$ cat config.mk
export PLATFORM = sky130hd
export DESIGN_NAME = pres80_round_cell
export DESIGN_NICKNAME = d
export VERILOG_FILES = /design/src/pres80_pkg.sv /design/src/pres80_round_cell.sv
export SDC_FILE = /design/constraint.sdc
export NUM_CORES = 1
export LEC_CHECK = 0
export ABC_CLOCK_PERIOD_IN_PS = 800
export BUFFER_PORTS_ARGS = -buffer_cell sky130_fd_sc_hd__buf_2
export CAP_MARGIN = 20
export CORE_ASPECT_RATIO = 0.75
export CORE_UTILIZATION = 40
export CTS_CLUSTER_DIAMETER = 150
export CTS_CLUSTER_SIZE = 24
export DETAILED_ROUTE_END_ITERATION = 16
export GPL_ROUTABILITY_DRIVEN = 0
export PLACE_DENSITY = 0.77
export SLEW_MARGIN = 20
export SYNTH_ARGS = -nofsm -noshare
export SYNTH_HDL_FRONTEND = slang
export SYNTH_SLANG_ARGS = --single-unit
$ cat constraint.sdc
create_clock -name clk -period 0.8 [get_ports clk]
set_input_delay 0.08 -clock clk [delete_from_list [all_inputs] [get_ports clk]]
set_output_delay 0.08 -clock clk [all_outputs]
set_load 0.01 [all_outputs]
$ cat src/pres80_pkg.sv
// pres80_pkg: shared types, constants and functions for the PRESENT-80 encryption pipeline
`default_nettype none

package pres80_pkg;

	localparam int unsigned BLOCK_W = 64;
	localparam int unsigned KEY_W   = 80;
	localparam int unsigned RKEY_W  = 64;
	localparam int unsigned CNT_W   = 5;

	// data handed from one round cell to the next
	typedef struct packed {
		logic                   valid;
		logic [BLOCK_W-1:0]     state;
		logic [KEY_W-1:0]       key;
	} pres_beat_t;

	// 4-bit s-box
	function automatic logic [3:0] sbox(input logic [3:0] nib);
		logic [3:0] r;
		case (nib)
			4'h0: r = 4'hC;
			4'h1: r = 4'h5;
			4'h2: r = 4'h6;
			4'h3: r = 4'hB;
			4'h4: r = 4'h9;
			4'h5: r = 4'h0;
			4'h6: r = 4'hA;
			4'h7: r = 4'hD;
			4'h8: r = 4'h3;
			4'h9: r = 4'hE;
			4'hA: r = 4'hF;
			4'hB: r = 4'h8;
			4'hC: r = 4'h4;
			4'hD: r = 4'h7;
			4'hE: r = 4'h1;
			default: r = 4'h2;
		endcase
		return r;
	endfunction

	// s-box over all sixteen nibbles
	function automatic logic [BLOCK_W-1:0] sub_layer(input logic [BLOCK_W-1:0] s);
		logic [BLOCK_W-1:0] r;
		r = '0;
		for (int n = 0; n < BLOCK_W / 4; n++) begin
			r[4*n +: 4] = sbox(s[4*n +: 4]);
		end
		return r;
	endfunction

	// bit i moves to 16*i mod 63, bit 63 stays
	function automatic logic [BLOCK_W-1:0] perm_layer(input logic [BLOCK_W-1:0] s);
		logic [BLOCK_W-1:0] r;
		r = '0;
		for (int i = 0; i < BLOCK_W - 1; i++) begin
			r[(16 * i) % (BLOCK_W - 1)] = s[i];
		end
		r[BLOCK_W-1] = s[BLOCK_W-1];
		return r;
	endfunction

	// round key is the top 64 bits of the key register
	function automatic logic [RKEY_W-1:0] subkey(input logic [KEY_W-1:0] k);
		return k[KEY_W-1 -: RKEY_W];
	endfunction

	// key register update: rotate left 61, s-box top nibble, add round counter
	function automatic logic [KEY_W-1:0] key_update(input logic [KEY_W-1:0] k,
							input logic [CNT_W-1:0] cnt);
		logic [KEY_W-1:0] r;
		r = {k[18:0], k[KEY_W-1:19]};
		r[KEY_W-1 -: 4] = sbox(r[KEY_W-1 -: 4]);
		r[19:15] = r[19:15] ^ cnt;
		return r;
	endfunction

endpackage

`default_nettype wire

$ cat src/pres80_round_cell.sv
// pres80_round_cell: one registered PRESENT round with its key schedule step
`default_nettype none

module pres80_round_cell #(
	parameter int unsigned ROUND_IDX = 1
) (
	input  wire                      clk,
	input  wire                      arst_n,
	input  pres80_pkg::pres_beat_t   beat_in,
	output pres80_pkg::pres_beat_t   beat_out
);

	localparam logic [pres80_pkg::CNT_W-1:0] RoundCnt = pres80_pkg::CNT_W'(ROUND_IDX);

	logic                               valid_s1;
	logic [pres80_pkg::BLOCK_W-1:0]     state_s1;
	logic [pres80_pkg::KEY_W-1:0]       key_s1;
	logic [pres80_pkg::BLOCK_W-1:0]     state_next;
	logic [pres80_pkg::KEY_W-1:0]       key_next;

	// add round key, s-box layer, bit permutation
	always_comb begin
		state_next = pres80_pkg::perm_layer(pres80_pkg::sub_layer(
			beat_in.state ^ pres80_pkg::subkey(beat_in.key)));
		key_next = pres80_pkg::key_update(beat_in.key, RoundCnt);
	end

	// beat valid flag
	always_ff @(posedge clk or negedge arst_n) begin
		if (!arst_n) begin
			valid_s1 <= 1'b0;
		end else begin
			valid_s1 <= beat_in.valid;
		end
	end

	// payload moves every cycle
	always_ff @(posedge clk) begin
		state_s1 <= state_next;
		key_s1   <= key_next;
	end

	assign beat_out.valid = valid_s1;
	assign beat_out.state = state_s1;
	assign beat_out.key   = key_s1;

endmodule

`default_nettype wire

==> reports/results.ini, run 1 <==
[setup_path]
start_kind = flip-flop
path_depth = 1
max_stage_delay_ns = 0.40
crit_buf_inv = 1
arrival_ns = 0.98
critical_path_class = flip-flop to primary output
endpoint = beat_out[144]
cp-startpoint = valid_s1$_DFF_PN0_
cp_max_fo = 1
end_kind = primary output
cp_slowest_cell = dfrtp_1
required_ns = 0.72
cpLargestDelayFamily = flip-flops
path_cells = buf_2

[sta]
setup_viol_count_final = 175
tightest_slew_ns = 0.4750
worst_hold_slack_ns = 0.04709
slew_headroom = 0.6831
rsz0062_at_grt = true
period_share = 1.326
finalSetupTns_ns = -21.94
fin_crit_ns = 1.061
max_freq_ghz = 0.9427
slew_violations = 0
hold_viol = 0
layout_setup_ws_ns = -0.2608

[clocking]
cts_sinks = 145
cts.reportedPaths.clkPinSlew_ns = 0.06
numCtsBuffers = 17
cts_tree = built
root_buffer = clkbuf_16
cts_buffer_depth = 2
h-tree-depth = 4

[power]
p_sw_w = 0.007987
clkPwrFrac = 0.334
p_per_area_nw_per_um2 = 2140
p_leak_nw = 5.765
switching_share = 0.2878
power_frac_comb = 0.341
p_seq_frac = 0.325
internal_power_w = 0.01977
ir_worst_vdd_uv = 1579
finalPower_w = 0.02775

[yosys]
synthesis.area_um2 = 6185
synth.distinct_cells = 28
yosysWarningCount = 0
ys_seq_elements = 145
synth-seq-area-share = 0.4702
syn-num-nets = 688
syn_avg_cell_area_um2 = 12.67
synthCells = 488

[floorplan]
rows = 38
die_w_um = 145.6
pin_count = 292
die_h_um = 109.7
die_area_um2 = 15970
initial_core_util = 0.4183
core_area_um2 = 14790

[grt]
grt_use_total = 0.2884
grt_max_degree = 17
grt_pass1_wl_um = 34780
antenna_found_initial = 1
grt_pass1_vias = 6593
grt-ovfl-total = 0

[status]
violations = negative setup slack
status = finished with violations

[placement]
io_buffer_count = 291
dp_hpwl_um = 13150
place_ws_ns = -0.6022

[route]
wl_um = 26990
drc = 0
wire_per_inst_um = 22.27
avgViaCountPerCell = 5.050
antenna_left = 0
drt-initial-drc-count = 244
vias = 6121
dr.pass1.iters = 5

[layout]
nets = 1199
final_cell_mix = 151 x buf_6, 122 x buf_2, 114 x buf_4
register_area_um2 = 3042
multiInputGateArea_um2 = 4344
fill_cells = 572
final_common_cell = buf_6
layout-drive-gt1-share = 0.7105
antenna_cells = 0
area_growth_syn_to_layout_pct = 109.7

[min_path]
worst_hold_path_type = input port to flip-flop

[flow_run]
drv_cap = 0

[per-layer routing]
metal | vias to the layer above | wire length [um] | GRT usage
met4 | 2 | 1231 | 0.1368
met1 | 2987 | 9127 | 0.2870
met2 | 349 | 14720 | 0.5532
met3 | 97 | 1907 | 0.09253
li1 | 2686 | - | -
met5 | - | 12 | 0
[what timing repair did]
| action | CTS | global route |
|---|---|---|
| hold buffers | 79 | 0 |
| setup endpoints to repair | 174 | 186 |
| pin swaps | 39 | 46 |
| gates resized for setup | 247 | 192 |
| hold endpoints to repair | 78 | 0 |
| setup buffers | 13 | 6 |
[metrics by stage]
step / cells / instance area (um2) / utilization
6_report: 1212 / 12970 / 0.8769
5_1_grt: 1212 / 12970 / 0.8769
4_1_cts: 1207 / 12210 / 0.8260
3_5_place_dp: 1083 / 9743 / 0.6589
3_3_place_gp: 1083 / 9743 / 0.6589
2_1_floorplan: 488 / 7272 / -
[logic make-up after synthesis]
| group | share of synthesized area |
|---|---|
| adder cells (fa/ha/maj) | 0.1072 |
| XOR/XNOR | 0.1446 |
| buffers and inverters | 0.04390 |
| AO/OA/AOI/OAI | 0.06413 |
| AND/OR/NAND/NOR | 0.01679 |
| multiplexers | 0.1531 |
| flip-flops | 0.4702 |
[registers in the layout (all words and copies together), names as in the netlist]
signal and flops:
key_s1 80, state_s1 64, valid_s1 1
[synthesized netlist by cell type (all sizes together)]
cell / instances / share of area
dfxtp: 144 / 0.47
inv: 66 / 0.040
ha: 53 / 0.11
xnor2: 49 / 0.078
mux2i: 47 / 0.076
xor2: 33 / 0.066
mux4: 19 / 0.075
o21ai: 18 / 0.015
nand3: 15 / 0.012
o221a: 15 / 0.027
o211ai: 14 / 0.017
buf: 3 / 0.0038
nand2: 3 / 0.0018
o21a: 2 / 0.0024
a311oi: 1 / 0.0014
and3: 1 / 0.0010
dfrtp: 1 / 0.0040
mux2: 1 / 0.0018
nor2: 1 / 0.00061
nor3b: 1 / 0.0012
o32ai: 1 / 0.0014
[cell type report]
| class | instances | share of cell area |
|---|---|---|
| clock buffers | 22 | 0.03580 |
| clock inverters | 10 | 0.01583 |
| inverters | 66 | 0.02065 |
| multi-input cells | 274 | 0.3350 |
| flip-flops and latches | 145 | 0.2346 |
| well taps | 200 | 0.01930 |
| repair buffers | 495 | 0.3388 |
[power groups by stage]
stage          Sequential (W)  Clock, W  Combinational [W]
2_1_floorplan         0.00919         0            0.00295
3_3_place_gp          0.00865         0            0.00639
3_5_place_dp          0.00866         0            0.00668
4_1_cts               0.00872   0.00920            0.00808
5_1_grt               0.00907   0.00964            0.00988
6_report              0.00902   0.00927            0.00946
[worst min-delay path by stage]
stage,from,endpoint,slack [ns],depth (start not counted)
2_1_floorplan,arst_n,valid_s1$_DFF_PN0_,-0.22,0
3_3_place_gp,arst_n,valid_s1$_DFF_PN0_,-0.14,1
3_5_place_dp,arst_n,valid_s1$_DFF_PN0_,-0.14,1
4_1_cts,beat_in[17],key_s1[76]$_DFF_P_,0.03,3
5_1_grt,beat_in[17],key_s1[79]$_DFF_P_,0.05,3
6_report,beat_in[17],key_s1[79]$_DFF_P_,0.05,3
Note: power is estimated with default switching activity, not from simulation.
==> run 2: changes to the inputs <==
Settings changed: CORE_ASPECT_RATIO 0.75 to default, PLACE_DENSITY 0.77 to 0.74.
==> run 2 against run 1 <==
Effect of this change:
- the run still ends with negative setup slack left
- non-clock buffer count up 2
- combinational power is 4.5% lower
- highest routed layer is now met4
- design area is 2.3% lower
- utilization fell by 4.0 points
- worst hold slack got worse by 0.0056 ns
==> reports/results.ini, run 2 (synthesized netlist as in run 1, its figures left out) <==
[route]
antenna_left = 0
drc = 0
avgViaCountPerCell = 4.880
drt-initial-drc-count = 264
vias = 5866
wire_per_inst_um = 19.53
dr.pass1.iters = 4
wl_um = 23470

[setup_path]
cp-startpoint = valid_s1$_DFF_PN0_
crit_buf_inv = 1
cp_slowest_cell = dfrtp_1
path_depth = 1
critical_path_class = flip-flop to primary output
arrival_ns = 0.91
end_kind = primary output
cpLargestDelayFamily = flip-flops
start_kind = flip-flop
path_cells = buf_6
required_ns = 0.72
cp_max_fo = 1
max_stage_delay_ns = 0.37

[layout]
top_register = key_s1
largestRegisters = key_s1: 80 flops, state_s1: 64 flops, valid_s1: 1 flops
largest_register_ffs = 80
layout-drive-gt1-share = 0.6874
fill_cells = 664
final_cell_mix = 144 x buf_2, 136 x buf_6, 107 x buf_4
final_common_cell = buf_2
area_growth_syn_to_layout_pct = 104.9
antenna_cells = 0
nets = 1201
multiInputGateArea_um2 = 4297
postLayoutCoreUtil = 0.8368
register_area_um2 = 3014

[status]
status = finished with violations
violations = negative setup slack

[clocking]
cts_buffer_depth = 2
cts.reportedPaths.clkPinSlew_ns = 0.06
numCtsBuffers = 17
cts_sinks = 145
cts_tree = built
h-tree-depth = 4
root_buffer = clkbuf_16

[flow_run]
drv_cap = 0

[power]
p_seq_frac = 0.349
ir_worst_vdd_uv = 1378
p_leak_nw = 5.678
clkPwrFrac = 0.296
switching_share = 0.3013
p_per_area_nw_per_um2 = 2005
internal_power_w = 0.01775
p_sw_w = 0.007654
power_frac_comb = 0.355

[floorplan]
initial_core_util = 0.4083
pin_count = 292
core_area_um2 = 15150
die_w_um = 126.3
rows = 45
die_area_um2 = 15960
die_h_um = 126.3

[sta]
worst_hold_slack_ns = 0.04154
layout_setup_ws_ns = -0.1879
slew_violations = 0
max_freq_ghz = 1.012
fin_crit_ns = 0.9879
finalSetupTns_ns = -20.18
period_share = 1.235
rsz0062_at_grt = true
slew_headroom = 0.7368
setup_viol_count_final = 171
tightest_slew_ns = 0.3929
hold_viol = 0

[grt]
grt-ovfl-total = 0
antenna_found_initial = 0
grt_use_total = 0.2536
grt_max_degree = 17
grt_pass1_vias = 6384
grt_pass1_wl_um = 31210

[min_path]
worst_hold_path_type = input port to flip-flop
min_from = beat_in[17]
hold-path-cell-count = 3

[placement]
io_buffer_count = 291
dp_hpwl_um = 13070

## run 2: power by group through the flow
stage | sequential (W) | combinational (W) | clock, W
floorplan | 0.00919 | 0.00295 | 0
global placement | 0.00862 | 0.00639 | 0
detailed placement | 0.00865 | 0.00670 | 0
CTS | 0.00861 | 0.00785 | 0.00750
global route | 0.00893 | 0.00952 | 0.00788
finish | 0.00886 | 0.00903 | 0.00752
## run 2: area by class of cell
type                            instances  share of cell area
Multi-Input combinational cell        274              0.3390
Sequential cell                       145              0.2378
Inverter                               66             0.02093
Clock inverter                         11            0.006318
Clock buffer                           21             0.03712
Tap cell                              188             0.01856
Timing Repair Buffer                  497              0.3402
## run 2: what timing repair did
action,CTS,global route
pin swaps,40,50
gates resized for setup,207,196
buffers inserted,18,6
endpoints found under the setup margin,175,189
hold endpoints to repair,78,0
hold buffers,79,0
## run 2: layer usage
layer	vias up	track usage	part of all wire
met2	268	0.5115	0.58
li1	2689	-	-
met3	65	0.06369	0.059
met1	2844	0.2279	0.33
met5	-	0	0
met4	0	0.1354	0.036
## run 2: path summary, 6_finish.rpt
check	slack [ns]	endpoint
min	0.04	key_s1[76]$_DFF_P_
min in group asynchronous	0.56	valid_s1$_DFF_PN0_
max	-0.19	beat_out[144]
max in group asynchronous	0.13	valid_s1$_DFF_PN0_
## run 2: through the flow
| step | cell area (um2) | power [W] | cells | setup WS [ns] |
|---|---|---|---|---|
| 2_1_floorplan | 7272 | 0.01214 | 488 | -0.4235 |
| 3_3_place_gp | 9728 | 0.01501 | 1071 | -0.5320 |
| 3_5_place_dp | 9728 | 0.01535 | 1071 | -0.5880 |
| 4_1_cts | 11960 | 0.02397 | 1199 | -0.1959 |
| 5_1_grt | 12670 | 0.02633 | 1202 | -0.2120 |
| 6_report | 12670 | 0.02541 | 1202 | -0.1879 |
==> run 3: changes to the inputs <==
Settings changed: REMOVE_ABC_BUFFERS from default to 1, SETUP_SLACK_MARGIN from default to 0.1.
==> run 3 against run 2 <==
Effect of this change:
- the flow still finishes with violations (negative setup slack)
- sequential cell count is the same
- global-route usage increased by 2.4 points
- count of clock-buffer cells in the layout decreased by 3
- worst setup slack got worse by 0.032 ns
- combinational power up 11%
- final cell count is 2.8% higher
- worst hold slack better by 0.055 ns
- sequential power up 0.9%
- critical endpoint unchanged
- largest cell class unchanged
==> reports/results.ini, run 3 (synthesized netlist as in run 1, its figures left out) <==
[clocking]
h-tree-depth = 4
cts_tree = built
cts_sinks = 145
cts.reportedPaths.clkPinSlew_ns = 0.06
cts_buffer_depth = 2
numCtsBuffers = 17
root_buffer = clkbuf_16

[floorplan]
initial_core_util = 0.4083
die_area_um2 = 15960
pin_count = 292
core_area_um2 = 15150
die_w_um = 126.3
rows = 45
die_h_um = 126.3

[layout]
nets = 1234
final_cell_mix = 162 x buf_6, 131 x buf_2, 111 x buf_4
layout-drive-gt1-share = 0.7268
top_register = key_s1
area_growth_syn_to_layout_pct = 115.9
final_common_cell = buf_6
largest_register_ffs = 80
largestRegisters = key_s1: 80 flops, state_s1: 64 flops, valid_s1: 1 flops

[sta]
slew_violations = 0
finalSetupTns_ns = -22.48
layout_setup_ws_ns = -0.2197
tightest_slew_ns = 0.3841
period_share = 1.275
fin_crit_ns = 1.020
hold_viol = 0
setup_viol_count_final = 172
rsz0062_at_grt = true
slew_headroom = 0.7435
max_freq_ghz = 0.9807

[status]
violations = negative setup slack
status = finished with violations

[setup_path]
cp_slowest_cell = dfrtp_1
max_stage_delay_ns = 0.39
start_kind = flip-flop
cp_max_fo = 1
crit_buf_inv = 1
arrival_ns = 0.94
cp-startpoint = valid_s1$_DFF_PN0_
path_cells = buf_6
required_ns = 0.72
cpLargestDelayFamily = flip-flops
critical_path_class = flip-flop to primary output
end_kind = primary output

[route]
vias = 6333
antenna_left = 0
drt-initial-drc-count = 352
wire_per_inst_um = 23.21
dr.pass1.iters = 5
avgViaCountPerCell = 5.124
wl_um = 28680
drc = 0

[power]
finalPower_w = 0.02794
clkPwrFrac = 0.321
p_seq_frac = 0.320
switching_share = 0.3031
p_leak_nw = 5.982
internal_power_w = 0.01947
p_per_area_nw_per_um2 = 2093
ir_worst_vdd_uv = 1496
power_frac_comb = 0.359
p_sw_w = 0.008468

[grt]
grt_max_degree = 17
grt-ovfl-total = 0
antenna_found_initial = 1
grt_use_total = 0.2771
grt_pass1_wl_um = 33620
grt_pass1_vias = 6489

[placement]
dp_hpwl_um = 11840
io_buffer_count = 291

[min_path]
worst_hold_path_type = input port to flip-flop
min_from = beat_in[110]

[flow_run]
drv_cap = 0

## run 3: cell types whose count changed in the layout (fill, tap and decap cells not counted), moves of 5 or more
cell,previous run,this run
buf_6,136,162
buf_8,31,45
buf_2,144,131
xor2_2,1,12
xor2_4,31,20
dfxtp_1,59,49
dfxtp_2,85,95
ha_1,12,5
xnor2_4,17,23
o21ai_0,6,1
## run 3: worst paths after layout
kind | slack (ns) | end | cells after the start
worst min-delay path | 0.1 | state_s1[39]$_DFF_P_ | 3
max in group asynchronous | 0.20 | valid_s1$_DFF_PN0_ | 3
min in group asynchronous | 0.50 | valid_s1$_DFF_PN0_ | 3
worst max-delay path | -0.22 | beat_out[144] | 1
## run 3: power by group through the flow
stage | sequential [W] | clock (W) | combinational, W
final | 0.00894 | 0.00896 | 0.0100
after global routing | 0.00897 | 0.00932 | 0.0105
after CTS | 0.00862 | 0.00879 | 0.00789
after detailed placement | 0.00865 | 0 | 0.00591
after global placement | 0.00860 | 0 | 0.00579
after floorplan | 0.00919 | 0 | 0.00235
## run 3: metal layers
layer	GRT usage	vias up	part of all wire
met5	0	-	0
met4	0.1417	0	0.059
met3	0.07845	118	0.073
met2	0.5486	400	0.54
li1	-	2759	-
met1	0.2545	3056	0.33
## run 3: layout make-up
| type | instances | area [um2] |
|---|---|---|
| Timing Repair Buffer | 530 | 4820 |
| Multi-Input combinational cell | 274 | 4369 |
| Sequential cell | 145 | 3027 |
| Fill cell | 582 | 1795 |
| Clock buffer | 18 | 439.2 |
| Inverter | 66 | 255.2 |
| Tap cell | 188 | 235.2 |
| Clock inverter | 14 | 202.7 |
| Antenna cell | 1 | 2.502 |
## run 3: what timing repair did
item / CTS / global route
gates resized for setup: 317 / 292
hold buffers: 79 / 0
endpoints found under the hold margin: 78 / 0
pin swaps: 58 / 68
setup endpoints to repair: 203 / 206
buffers inserted: 30 / 21
cloned: 0 / 0
## run 3: per-stage QoR
step | util | cells | instance area (um2) | setup WS, ns | hold slack (ns)
floorplan | - | 485 | 6161 | -0.4835 | -0.2156
global placement | 0.5798 | 1086 | 8781 | -0.7008 | -0.1450
detailed placement | 0.5798 | 1086 | 8781 | -0.7424 | -0.1449
CTS | 0.7931 | 1221 | 12010 | -0.2068 | 0.03120
global route | 0.8815 | 1236 | 13350 | -0.2391 | 0.1053
finish | 0.8815 | 1236 | 13350 | -0.2197 | 0.09688
